`config.mk`:
```
export PLATFORM = sky130hd
export DESIGN_NAME = tcdtt_ctrl
export DESIGN_NICKNAME = d
export VERILOG_FILES = /design/src/rtl/tcdtt_pkg.sv /design/src/rtl/tcdtt_ctrl.sv
export SDC_FILE = /design/constraint.sdc
export NUM_CORES = 1
export LEC_CHECK = 0
export BUFFER_PORTS_ARGS = -buffer_cell sky130_fd_sc_hd__clkbuf_2
export CORE_AREA = 2 2 39 41
export CTS_BUF_LIST = sky130_fd_sc_hd__clkbuf_16
export CTS_CLUSTER_SIZE = 10
export DETAILED_ROUTE_END_ITERATION = 8
export DIE_AREA = 0 0 41 43
export SYNTH_ARGS = -nofsm -noshare
export SYNTH_HDL_FRONTEND = slang
export SYNTH_SLANG_ARGS = --single-unit
export TNS_END_PERCENT = 100
```
`constraint.sdc`:
```
create_clock -name clk -period 1.3 [get_ports clk]
set_input_delay 0.13 -clock clk [delete_from_list [all_inputs] [get_ports clk]]
set_output_delay 0.13 -clock clk [all_outputs]
set_load 0.02 [all_outputs]
```
`src/rtl/tcdtt_pkg.sv`:
```
package tcdtt_pkg;

  localparam int FUNC_W  = 3;
  localparam int IDX_W   = 10;
  localparam int DEPTH_W = 8;
  localparam int GEN_W   = 16;
  localparam int STAT_W  = 2;
  localparam int TASK_W  = 2;

  typedef enum logic [FUNC_W-1:0] {
    FN_APPEND = 3'd0,
    FN_RAISE  = 3'd1,
    FN_QUEUE  = 3'd2,
    FN_PROC   = 3'd3,
    FN_IDLE   = 3'd4,
    FN_RETIRE = 3'd5,
    FN_RESET  = 3'd6,
    FN_NOP    = 3'd7
  } func_t;

  typedef enum logic [TASK_W-1:0] {
    TS_IDLE    = 2'd0,
    TS_QUEUED  = 2'd1,
    TS_PROC    = 2'd2,
    TS_RETIRED = 2'd3
  } task_t;

  typedef enum logic [STAT_W-1:0] {
    STAT_OK    = 2'd0,
    STAT_RANGE = 2'd1,
    STAT_FULL  = 2'd2
  } status_t;

  typedef enum logic [2:0] {
    S_IDLE  = 3'd0,
    S_READ  = 3'd1,
    S_EXEC  = 3'd2,
    S_WALK  = 3'd3,
    S_SWEEP = 3'd4,
    S_FIN   = 3'd5
  } fsm_t;

  // controller -> datapath
  typedef struct packed {
    logic capture;
    logic read;
    logic exec;
    logic walk;
    logic sweep;
  } cmd_t;

  // datapath -> controller
  typedef struct packed {
    func_t func;
    logic  exec_walk;
    logic  walk_more;
    logic  used_zero;
    logic  sweep_last;
  } stat_t;

endpackage

```
`src/rtl/tcdtt_ctrl.sv`:
```
module tcdtt_ctrl (
  input  logic              clk,
  input  logic              rst_n,
  input  logic              start,
  output logic              busy,
  output logic              out_valid,
  output tcdtt_pkg::cmd_t   cmd,
  input  tcdtt_pkg::stat_t  stat
);
  import tcdtt_pkg::*;

  fsm_t state_r, state_nxt;

  always_ff @(posedge clk) begin
    if (!rst_n) begin
      state_r <= S_IDLE;
    end else begin
      state_r <= state_nxt;
    end
  end

  always_comb begin
    state_nxt = state_r;
    unique case (state_r)
      S_IDLE: begin
        if (start) state_nxt = S_READ;
      end
      S_READ: begin
        state_nxt = S_EXEC;
      end
      S_EXEC: begin
        priority if (stat.exec_walk) state_nxt = S_WALK;
        else if (stat.func == FN_RESET && !stat.used_zero) state_nxt = S_SWEEP;
        else state_nxt = S_FIN;
      end
      S_WALK: begin
        if (!stat.walk_more) state_nxt = S_FIN;
      end
      S_SWEEP: begin
        if (stat.sweep_last) state_nxt = S_FIN;
      end
      S_FIN: begin
        state_nxt = S_IDLE;
      end
      default: begin
        state_nxt = S_IDLE;
      end
    endcase
  end

  always_comb begin
    cmd         = '0;
    busy        = 1'b1;
    out_valid   = 1'b0;
    unique case (state_r)
      S_IDLE: begin
        busy        = 1'b0;
        cmd.capture = start;
      end
      S_READ:  cmd.read  = 1'b1;
      S_EXEC:  cmd.exec  = 1'b1;
      S_WALK:  cmd.walk  = 1'b1;
      S_SWEEP: cmd.sweep = 1'b1;
      S_FIN:   out_valid = 1'b1;
      default: busy = 1'b1;
    endcase
  end

`ifndef SYNTHESIS
  a_accept_read: assert property (@(posedge clk) disable iff (!rst_n)
    (start && !busy) |=> (state_r == S_READ))
    else $error("accepted item did not start a table read");

  a_strobe_single: assert property (@(posedge clk) disable iff (!rst_n)
    out_valid |=> (!out_valid && !busy))
    else $error("result strobe longer than one cycle");

  a_cmd_onehot: assert property (@(posedge clk) disable iff (!rst_n)
    $onehot0(cmd))
    else $error("more than one datapath command");
`endif

endmodule

```
# == Word level (Yosys, flattened, before mapping) ==
# Cells that the tools add are included.
# totals
in_bits,10
out_inout_bits,7
register_bits,3
# op_classes
n_mux,13
reduce_logical,4
eq_ne,9
# op_table
op,count
$pmux 3 s5,1
$mux 3,4
$eq 3x3->1 const B,3
$mux 1,8
$eq 3x2->1 const B,2
$ne 2x2->1 const B,3
$eq 3x1->1 const B,1
$logic_not 3->1,1
$reduce_and 3->1,1
$logic_and 1x1->1,1
$logic_not 1->1,1

# == Logic depth before layout (Yosys ltp) ==
# Gate-level depths: netlist of run 1.
# logic_depth
depth_word,5
ltp_mapped,5
ltp_nobuf,4

# == Worst setup path after synthesis of run 1 ==
# OpenSTA, ideal clock, no wires.
# synth_timing
kind,reg2out
from,register state_r[1]
to,output cmd[4] (netlist name)
n_path_buf,1
path_slack_ns,-0.073
arrival_ns,1.243
stages_incl_launch_ff,4
path_cell_list,dfxtp_1 -> buf_2 -> or3_1 -> nor2_1
# synth_rtl
item,line_no,rtl
start: declaration,tcdtt_ctrl.sv:12,"fsm_t state_r, state_nxt;"
start signal: assignment,tcdtt_ctrl.sv:18,state_r <= state_nxt;
end: declaration,tcdtt_ctrl.sv:7,"output tcdtt_pkg::cmd_t cmd,"

==> report_table.html, run 1 <==
<table>
<tr><th>Metric</th><th>Value</th></tr>
<tr><th colspan="2">Status</th></tr>
<tr><td>Result of the run</td><td>complete, but fails checks</td></tr>
<tr><td>Violations in the final reports</td><td>setup timing</td></tr>
<tr><th colspan="2">Synthesis</th></tr>
<tr><td>Syn Std Cell Area</td><td>270.3 sq um</td></tr>
<tr><td>Number of distinct library cells after synthesis</td><td>22</td></tr>
<tr><td>Share of synthesized registers carrying an async set or reset</td><td>0%</td></tr>
<tr><td>Most instantiated flip-flop cell in the synthesis netlist</td><td>sky130_fd_sc_hd__dfxtp_1</td></tr>
<tr><td>Top cell types by occurrence after synthesis</td><td>6 x sky130_fd_sc_hd__nor2_1, 3 x sky130_fd_sc_hd__dfxtp_1, 3 x sky130_fd_sc_hd__nand2b_1</td></tr>
<tr><td>Most repeated cell in the gate-level netlist after synthesis</td><td>sky130_fd_sc_hd__nor2_1</td></tr>
<tr><td>Share of synthesized area occupied by flip-flops and latches</td><td>22.22%</td></tr>
<tr><td>Avg Inst Size Synth</td><td>7.507 sq um</td></tr>
<tr><td>Flop and latch count out of synthesis</td><td>3</td></tr>
<tr><td>Library cell with the largest summed area after synthesis</td><td>sky130_fd_sc_hd__dfxtp_1</td></tr>
<tr><td>Number of flops mapped to enable cells by yosys</td><td>0</td></tr>
<tr><td>Synth area leaders</td><td>sky130_fd_sc_hd__dfxtp_1 22%, sky130_fd_sc_hd__nor2_1 8.3%, sky130_fd_sc_hd__nand2b_1 6.9%</td></tr>
<tr><td>Number of nets produced by synthesis</td><td>46</td></tr>
<tr><td>Count of mapped cells out of synthesis</td><td>36</td></tr>
<tr><td>Yosys warning total</td><td>0</td></tr>
<tr><td>Share of Yosys cell area claimed by the top area cell type</td><td>22.22%</td></tr>
<tr><th colspan="2">Critical path</th></tr>
<tr><td>Required time of the critical path</td><td>1.17 ns</td></tr>
<tr><td>Critical path type</td><td>flop to output port</td></tr>
<tr><td>Reg-to-reg critical path startpoint</td><td>state_r[2]</td></tr>
<tr><td>Arr. time, crit path</td><td>1.19 ns</td></tr>
<tr><td>Reg-to-reg setup timing slack</td><td>0.09 ns</td></tr>
<tr><td>Critical path startpoint category</td><td>flop</td></tr>
<tr><td>Terminus of the critical flop-to-flop path</td><td>state_r[0]</td></tr>
<tr><td>Maximum fanout along the worst path</td><td>6</td></tr>
<tr><td>Endpoint type of the worst setup path</td><td>output port</td></tr>
<tr><td>Register-to-Register Path Depth</td><td>5</td></tr>
<tr><th colspan="2">Timing</th></tr>
<tr><td>Final setup violating endpoints</td><td>1</td></tr>
<tr><td>F_max</td><td>0.7600 GHz</td></tr>
<tr><td>Final Cycle Share</td><td>101.2%</td></tr>
<tr><td>Time the worst path needs with I/O delays and setup</td><td>1.316 ns</td></tr>
<tr><td>Number of hold violations in the final report</td><td>0</td></tr>
<tr><td>Worst Clk Skew</td><td>0.003426 ns</td></tr>
<tr><td>Relative slew slack</td><td>80.09%</td></tr>
<tr><td>RSZ-0062 raised after global routing</td><td>true</td></tr>
<tr><td>Actual slew at the worst max-slew pin</td><td>0.2961 ns</td></tr>
<tr><td>Max-slew violations</td><td>0</td></tr>
<tr><td>Minimum setup slack in the final design</td><td>-0.01581 ns</td></tr>
<tr><th colspan="2">Global routing</th></tr>
<tr><td>Vias in the first global route</td><td>291</td></tr>
<tr><td>First-pass GRT wire length</td><td>1021 um</td></tr>
<tr><td>Total Routing Usage GR</td><td>8.818%</td></tr>
<tr><td>Total congestion overflow</td><td>0</td></tr>
<tr><td>Initial antenna violation count</td><td>0</td></tr>
<tr><td>Maximum number of pins on one net before global-route repair</td><td>14</td></tr>
<tr><th colspan="2">Routing</th></tr>
<tr><td>Drt first-iter violations</td><td>4</td></tr>
<tr><td>Routed wire per std cell</td><td>9.028 um</td></tr>
<tr><td>Vias after detailed routing</td><td>318</td></tr>
<tr><td>Remaining number of nets flagged by the antenna check after routing</td><td>0</td></tr>
<tr><td>Number of DRC violations after detailed routing</td><td>0</td></tr>
<tr><td>Via density</td><td>4.417</td></tr>
<tr><td>Drt first pass iters</td><td>2</td></tr>
<tr><td>Sum of routed wire length over all layers</td><td>650 um</td></tr>
<tr><th colspan="2">Die</th></tr>
<tr><td>Site Rows</td><td>14</td></tr>
<tr><td>Die footprint</td><td>1763 sq um</td></tr>
<tr><td>Die width</td><td>41 um</td></tr>
<tr><td>Starting utilization of the core area</td><td>19.53%</td></tr>
<tr><td>Die boundary height</td><td>43 um</td></tr>
<tr><td>Number of placed I/O pins</td><td>17</td></tr>
<tr><td>Core Region</td><td>1384 sq um</td></tr>
<tr><th colspan="2">Layout</th></tr>
<tr><td>Proportion of layout cells with a drive suffix above 1</td><td>53.57%</td></tr>
<tr><td>Top register by number of flip-flops</td><td>state_r</td></tr>
<tr><td>Fillers</td><td>156</td></tr>
<tr><td>Antenna diode count</td><td>0</td></tr>
<tr><td>Final core utilization</td><td>34.81%</td></tr>
<tr><td>Area grow syn2layout</td><td>78.24%</td></tr>
<tr><td>Registers with the most flip-flops</td><td>state_r: 3 flops</td></tr>
<tr><td>Flip-flop count of the largest register, all copies and words added</td><td>3</td></tr>
<tr><td>Fin nets</td><td>67</td></tr>
<tr><th colspan="2">Pwr</th></tr>
<tr><td>Peak supply drop</td><td>1.360 mV</td></tr>
<tr><td>Cell area power density</td><td>2382 nW/um^2</td></tr>
<tr><td>Leakage</td><td>0.2347 nW</td></tr>
<tr><th colspan="2">Min path</th></tr>
<tr><td>Hold-critical path depth</td><td>3</td></tr>
<tr><td>Worst hold path endpoint</td><td>state_r[2]</td></tr>
<tr><td>Worst Hold Class</td><td>input pin to flop</td></tr>
<tr><td>Hold Startpoint</td><td>rst_n</td></tr>
<tr><th colspan="2">Place</th></tr>
<tr><td>Post-placement worst setup slack</td><td>0.06252 ns</td></tr>
<tr><td>Port bufs</td><td>16</td></tr>
<tr><td>Final RePlAce weighted congestion</td><td>0.6841</td></tr>
<tr><td>Dpl hpwl</td><td>510.2 um</td></tr>
<tr><th colspan="2">Clock tree</th></tr>
<tr><td>Root Buffer</td><td>sky130_fd_sc_hd__clkbuf_16</td></tr>
<tr><td>Maximum clock insertion buffer count</td><td>2</td></tr>
<tr><td>CTS Buf Count</td><td>3</td></tr>
<tr><td>Skew-Pair Late Insertion Delay</td><td>0.22 ns</td></tr>
<tr><td>Clock input transition at the sequential cells of the worst setup and hold paths</td><td>0.03 ns</td></tr>
<tr><td>Number of H-tree levels</td><td>1</td></tr>
<tr><td>Hold buffer count at cts</td><td>0</td></tr>
<tr><td>Clock tree from TritonCTS</td><td>yes</td></tr>
<tr><td>Number of sinks handled by clock tree synthesis</td><td>3</td></tr>
<tr><th colspan="2">Job</th></tr>
<tr><td>Count of max-cap constraint violations</td><td>0</td></tr>
</table>
[cell usage in the layout (no fill, tap or decap), types with 2 or more instances in the layout]
| cell type | synthesis | layout |
|---|---|---|
| sky130_fd_sc_hd__clkbuf_16 | 0 | 3 |
| sky130_fd_sc_hd__nor3_1 | 2 | 2 |
| sky130_fd_sc_hd__nand2_1 | 2 | 2 |
| sky130_fd_sc_hd__a21boi_1 | 2 | 2 |
| sky130_fd_sc_hd__nand2b_1 | 3 | 3 |
| sky130_fd_sc_hd__nor2_1 | 6 | 5 |
| sky130_fd_sc_hd__inv_1 | 1 | 2 |
| sky130_fd_sc_hd__clkbuf_2 | 0 | 15 |
| sky130_fd_sc_hd__nor3b_1 | 2 | 2 |
| sky130_fd_sc_hd__dfxtp_4 | 0 | 2 |
| sky130_fd_sc_hd__buf_4 | 0 | 3 |
[area by class of cell]
type / instances / area [sq um] / share of cell area (%)
Timing Repair Buffer: 19 / 112.6 / 23.38
Clock buffer: 3 / 75.07 / 15.58
Tap cell: 16 / 20.02 / 4.156
Sequential cell: 3 / 68.82 / 14.29
Clock inverter: 1 / 3.754 / 0.7792
Inverter: 2 / 7.507 / 1.558
Multi-Input combinational cell: 28 / 193.9 / 40.26
[kinds of logic (layout without fill, tap and decap cells)]
logic type / after synthesis / in the layout / share of synthesized area (%)
flip-flops: 3 / 3 / 22.22
buffers and inverters: 5 / 25 / 10.65
AND/OR/NAND/NOR: 20 / 20 / 43.52
AO/OA/AOI/OAI: 8 / 8 / 23.61
[per-stage QoR]
| stage | std cells | setup TNS, ns | instance area, sq um | total power [mW] | hold WS [ns] |
|---|---|---|---|---|---|
| 3_5_place_dp | 66 | 0 | 359.1 | 0.5877 | 0.3650 |
| 4_1_cts | 72 | -0.03518 | 473.0 | 1.143 | 0.1234 |
| 5_1_grt | 72 | -0.04733 | 481.7 | 1.219 | 0.1440 |
| 6_report | 72 | -0.01581 | 481.7 | 1.147 | 0.1257 |
| 3_3_place_gp | 66 | 0 | 359.1 | 0.5835 | 0.3698 |
| 2_1_floorplan | 36 | 0 | 272.8 | 0.5017 | 0.2483 |
[worst max path at each step]
| stage | start | endpoint | slack, ns | cells past startpoint |
|---|---|---|---|---|
| floorplan | state_r[1] | cmd[4] | 0.006 | 3 |
| global placement | state_r[2] | cmd[4] | 0.12 | 3 |
| detailed placement | state_r[0] | state_r[0] | 0.06 | 4 |
| CTS | state_r[2] | cmd[4] | -0.04 | 3 |
| global route | state_r[1] | cmd[4] | -0.05 | 3 |
| finish | state_r[1] | cmd[4] | -0.02 | 3 |
[report_power, final]
group / internal [mW] / switching [mW]
clock network: 0.396 / 0.0828
logic: 0.235 / 0.237
registers: 0.131 / 0.0643
total: 0.763 / 0.385
[worst max-delay path: stages (launching register included)]
cell and delay (ns):
sky130_fd_sc_hd__dfxtp_4 0.35, sky130_fd_sc_hd__or3_4 0.40, sky130_fd_sc_hd__nor2_4 0.10, sky130_fd_sc_hd__buf_8 0.11
[layer usage]
layer	global-route usage (%)	vias to the layer above	routed length, um
met1	9.265	137	278
met2	13.44	14	300
met4	2.000	0	0
met5	0	-	0
met3	6.806	0	72
li1	-	167	-
[repair_timing]
| action | CTS | global route |
|---|---|---|
| buffers inserted | 2 | 0 |
| setup endpoints to repair | 6 | 1 |
| pin swaps | 0 | 1 |
| cloned | 0 | 0 |
| resized for setup | 7 | 3 |
No activity file was read; power rests on OpenSTA's default activity.
==> run 2, diff against run 1 <==
--- a/config.mk
+++ b/config.mk
@@ -5,7 +5,7 @@
 export SDC_FILE = /design/constraint.sdc
 export NUM_CORES = 1
 export LEC_CHECK = 0
-export BUFFER_PORTS_ARGS = -buffer_cell sky130_fd_sc_hd__clkbuf_2
+export BUFFER_PORTS_ARGS = -buffer_cell sky130_fd_sc_hd__buf_2
 export CORE_AREA = 2 2 39 41
 export CTS_BUF_LIST = sky130_fd_sc_hd__clkbuf_16
 export CTS_CLUSTER_SIZE = 10
==> run 2 against run 1 <==
Compared with the run above: the flow still finishes with violations (setup timing); sequential share of layout area is 1.3 points lower; total power is 14% higher; combinational power is 35% higher; worst hold slack better by 0.017 ns; non-clock buffer count is 4 higher; clock skew hardly changed; cell count is 5.6% higher; critical path type unchanged; highest routed layer is now met4.
==> report_table.html, run 2 (same netlist as run 1, synthesis figures left out) <==
<table>
<tr><th>Metric</th><th>Value</th></tr>
<tr><th colspan="2">Status</th></tr>
<tr><td>Result of the run</td><td>complete, but fails checks</td></tr>
<tr><td>Violations in the final reports</td><td>setup timing</td></tr>
<tr><th colspan="2">Timing</th></tr>
<tr><td>Minimum setup slack in the final design</td><td>-0.01672 ns (-0.0009104 ns)</td></tr>
<tr><td>F_max</td><td>0.7595 GHz (about the same)</td></tr>
<tr><td>Max-slew violations</td><td>0 (unchanged)</td></tr>
<tr><td>Worst Clk Skew</td><td>0.003835 ns (+0.0004087 ns)</td></tr>
<tr><td>Number of hold violations in the final report</td><td>0 (unchanged)</td></tr>
<tr><td>RSZ-0062 raised after global routing</td><td>true</td></tr>
<tr><td>Final Cycle Share</td><td>101.3% (about the same)</td></tr>
<tr><td>Final setup violating endpoints</td><td>1 (unchanged)</td></tr>
<tr><td>Actual slew at the worst max-slew pin</td><td>0.2604 ns (-0.03573 ns)</td></tr>
<tr><td>Time the worst path needs with I/O delays and setup</td><td>1.317 ns (+0.0009104 ns)</td></tr>
<tr><td>Relative slew slack</td><td>82.51% (+2.4 points)</td></tr>
<tr><th colspan="2">Die</th></tr>
<tr><td>Number of placed I/O pins</td><td>17 (unchanged)</td></tr>
<tr><td>Die width</td><td>41 um (unchanged)</td></tr>
<tr><td>Die boundary height</td><td>43 um (unchanged)</td></tr>
<tr><td>Core Region</td><td>1384 sq um (unchanged)</td></tr>
<tr><td>Die footprint</td><td>1763 sq um (unchanged)</td></tr>
<tr><td>Starting utilization of the core area</td><td>19.53% (unchanged)</td></tr>
<tr><td>Site Rows</td><td>14 (unchanged)</td></tr>
<tr><th colspan="2">Place</th></tr>
<tr><td>Final RePlAce weighted congestion</td><td>0.6746 (-1.4%)</td></tr>
<tr><td>Dpl hpwl</td><td>478.8 um (-6.2%)</td></tr>
<tr><td>Post-placement worst setup slack</td><td>0.06986 ns (+0.007339 ns)</td></tr>
<tr><td>Port bufs</td><td>16 (unchanged)</td></tr>
<tr><td>Cell area reported after detailed placement</td><td>351.6 sq um (-2.1%)</td></tr>
<tr><th colspan="2">Global routing</th></tr>
<tr><td>First-pass GRT wire length</td><td>1228 um (+20%)</td></tr>
<tr><td>Total congestion overflow</td><td>0 (unchanged)</td></tr>
<tr><td>Maximum number of pins on one net before global-route repair</td><td>8 (-6)</td></tr>
<tr><td>Initial antenna violation count</td><td>0 (unchanged)</td></tr>
<tr><td>Total Routing Usage GR</td><td>10.93% (+2.1 points)</td></tr>
<tr><td>Vias in the first global route</td><td>322 (+11%)</td></tr>
<tr><th colspan="2">Routing</th></tr>
<tr><td>Routed wire per std cell</td><td>11.29 um (+25%)</td></tr>
<tr><td>Via density</td><td>4.605 (+4.3%)</td></tr>
<tr><td>Drt first pass iters</td><td>3 (+1)</td></tr>
<tr><td>Remaining number of nets flagged by the antenna check after routing</td><td>0 (unchanged)</td></tr>
<tr><td>Drt first-iter violations</td><td>3 (-1)</td></tr>
<tr><td>Sum of routed wire length over all layers</td><td>858 um (+32%)</td></tr>
<tr><td>Vias after detailed routing</td><td>350 (+10%)</td></tr>
<tr><td>Number of DRC violations after detailed routing</td><td>0 (unchanged)</td></tr>
<tr><th colspan="2">Clock tree</th></tr>
<tr><td>Number of sinks handled by clock tree synthesis</td><td>3 (unchanged)</td></tr>
<tr><td>Maximum clock insertion buffer count</td><td>2 (unchanged)</td></tr>
<tr><td>Clock input transition at the sequential cells of the worst setup and hold paths</td><td>0.03 ns (about the same)</td></tr>
<tr><td>Clock tree from TritonCTS</td><td>yes</td></tr>
<tr><td>Number of H-tree levels</td><td>1 (unchanged)</td></tr>
<tr><td>Skew-Pair Late Insertion Delay</td><td>0.23 ns (about the same)</td></tr>
<tr><td>CTS Buf Count</td><td>3 (unchanged)</td></tr>
<tr><td>Root Buffer</td><td>sky130_fd_sc_hd__clkbuf_16</td></tr>
<tr><td>Hold buffer count at cts</td><td>0 (unchanged)</td></tr>
<tr><th colspan="2">Layout</th></tr>
<tr><td>Area grow syn2layout</td><td>103.2%</td></tr>
<tr><td>Antenna diode count</td><td>0 (unchanged)</td></tr>
<tr><td>Flip-flop count of the largest register, all copies and words added</td><td>3 (unchanged)</td></tr>
<tr><td>Most common cell after layout, fill and taps aside</td><td>sky130_fd_sc_hd__buf_2</td></tr>
<tr><td>Most frequent cells in the layout</td><td>13 x sky130_fd_sc_hd__buf_2, 8 x sky130_fd_sc_hd__buf_4, 3 x sky130_fd_sc_hd__nor2_1, 3 x sky130_fd_sc_hd__clkbuf_16, 3 x sky130_fd_sc_hd__dfxtp_4</td></tr>
<tr><td>Fin nets</td><td>71 (+6.0%)</td></tr>
<tr><td>Registers with the most flip-flops</td><td>state_r: 3 flops</td></tr>
<tr><td>Top register by number of flip-flops</td><td>state_r</td></tr>
<tr><td>Proportion of layout cells with a drive suffix above 1</td><td>61.67% (+8.1 points)</td></tr>
<tr><td>Cell area after layout</td><td>549.3 sq um (+14%)</td></tr>
<tr><th colspan="2">Critical path</th></tr>
<tr><td>Arr. time, crit path</td><td>1.19 ns (about the same)</td></tr>
<tr><td>Sequence of cells on the critical path</td><td>or3_4 &gt; nor2_4 &gt; buf_6</td></tr>
<tr><td>Endpoint type of the worst setup path</td><td>output port</td></tr>
<tr><td>Critical path type</td><td>flop to output port</td></tr>
<tr><td>Cell with the biggest individual delay on the critical path</td><td>sky130_fd_sc_hd__or3_4</td></tr>
<tr><td>Max incr delay on CP</td><td>0.40 ns (about the same)</td></tr>
<tr><td>Critical path startpoint category</td><td>flop</td></tr>
<tr><td>Required time of the critical path</td><td>1.17 ns (about the same)</td></tr>
<tr><td>Maximum fanout along the worst path</td><td>3 (-3)</td></tr>
<tr><th colspan="2">Pwr</th></tr>
<tr><td>Leakage</td><td>0.2636 nW (+12%)</td></tr>
<tr><td>Cell area power density</td><td>2371 nW/um^2 (-0.46%)</td></tr>
<tr><td>Peak supply drop</td><td>0.6246 mV (-54%)</td></tr>
<tr><th colspan="2">Min path</th></tr>
<tr><td>Worst Hold Class</td><td>input pin to flop</td></tr>
<tr><th colspan="2">Job</th></tr>
<tr><td>Count of max-cap constraint violations</td><td>0 (unchanged)</td></tr>
</table>
[run 2: cell count changes in the layout (fill, tap and decap cells not counted), moves of 2 or more]
cell,delta
sky130_fd_sc_hd__clkbuf_2,-15
sky130_fd_sc_hd__buf_2,+13
sky130_fd_sc_hd__nor2_1,-2
sky130_fd_sc_hd__buf_4,+5
sky130_fd_sc_hd__nor2_2,+2
[run 2: path summary, 6_finish.rpt]
kind / slack (ns) / cells after the start / to / startpoint
max: -0.02 / 3 / cmd[4] / state_r[2]
min: 0.14 / 3 / state_r[2] / rst_n
max reg2reg: 0.07 / 5 / state_r[0] / state_r[2]
min reg2reg: 0.62 / 2 / state_r[1] / state_r[0]
[run 2: area by class of cell]
| class | instances | area [sq um] |
|---|---|---|
| clock inverters | 1 | 3.754 |
| fillers | 143 | 834.6 |
| inverters | 2 | 7.507 |
| flip-flops and latches | 3 | 71.32 |
| clock buffers | 3 | 75.07 |
| well taps | 16 | 20.02 |
| multi-input cells | 28 | 215.2 |
| repair buffers | 23 | 156.4 |
[run 2: power breakdown]
part | internal (mW) | total (mW) | switching (mW) | leakage [nW]
registers | 0.135 | 0.174 | 0.0386 | 0.0267
logic | 0.322 | 0.635 | 0.313 | 0.195
clock network | 0.398 | 0.494 | 0.0963 | 0.0423
total | 0.855 | 1.30 | 0.447 | 0.264
[run 2: through the flow]
stage	std cells	setup TNS (ns)	power, mW	hold slack, ns	util [%]
final	76	-0.01672	1.302	0.1429	39.69
after detailed placement	65	0	0.5748	0.3788	25.41
after global placement	65	0	0.5719	0.3864	25.41
after CTS	76	-0.01551	1.242	0.1340	37.61
after global routing	76	-0.04828	1.370	0.1586	39.69
after floorplan	36	0	0.5017	0.2483	-
[run 2: critical path, delay by kind of cell, from the launching register on]
family | cells | cell delay, ns
and+or+nand+nor | 2 | 0.49
buffers and inverters | 1 | 0.12
DFF | 1 | 0.35
[run 2: repair_timing]
item / 4_1_cts / 5_1_grt
endpoints found under the setup margin: 6 / 4
buffers inserted: 7 / 0
pin swaps: 2 / 4
gates resized for setup: 10 / 7
[run 2: routing by layer]
| layer | track usage (%) | routed length (um) | part of all wire [%] | vias up |
|---|---|---|---|---|
| met5 | 0 | 0 | 0 | - |
| met4 | 10.00 | 23 | 2.7 | 0 |
| met3 | 4.712 | 61 | 7.1 | 3 |
| met2 | 15.31 | 468 | 55 | 15 |
| met1 | 11.54 | 305 | 36 | 158 |
| li1 | - | - | - | 174 |
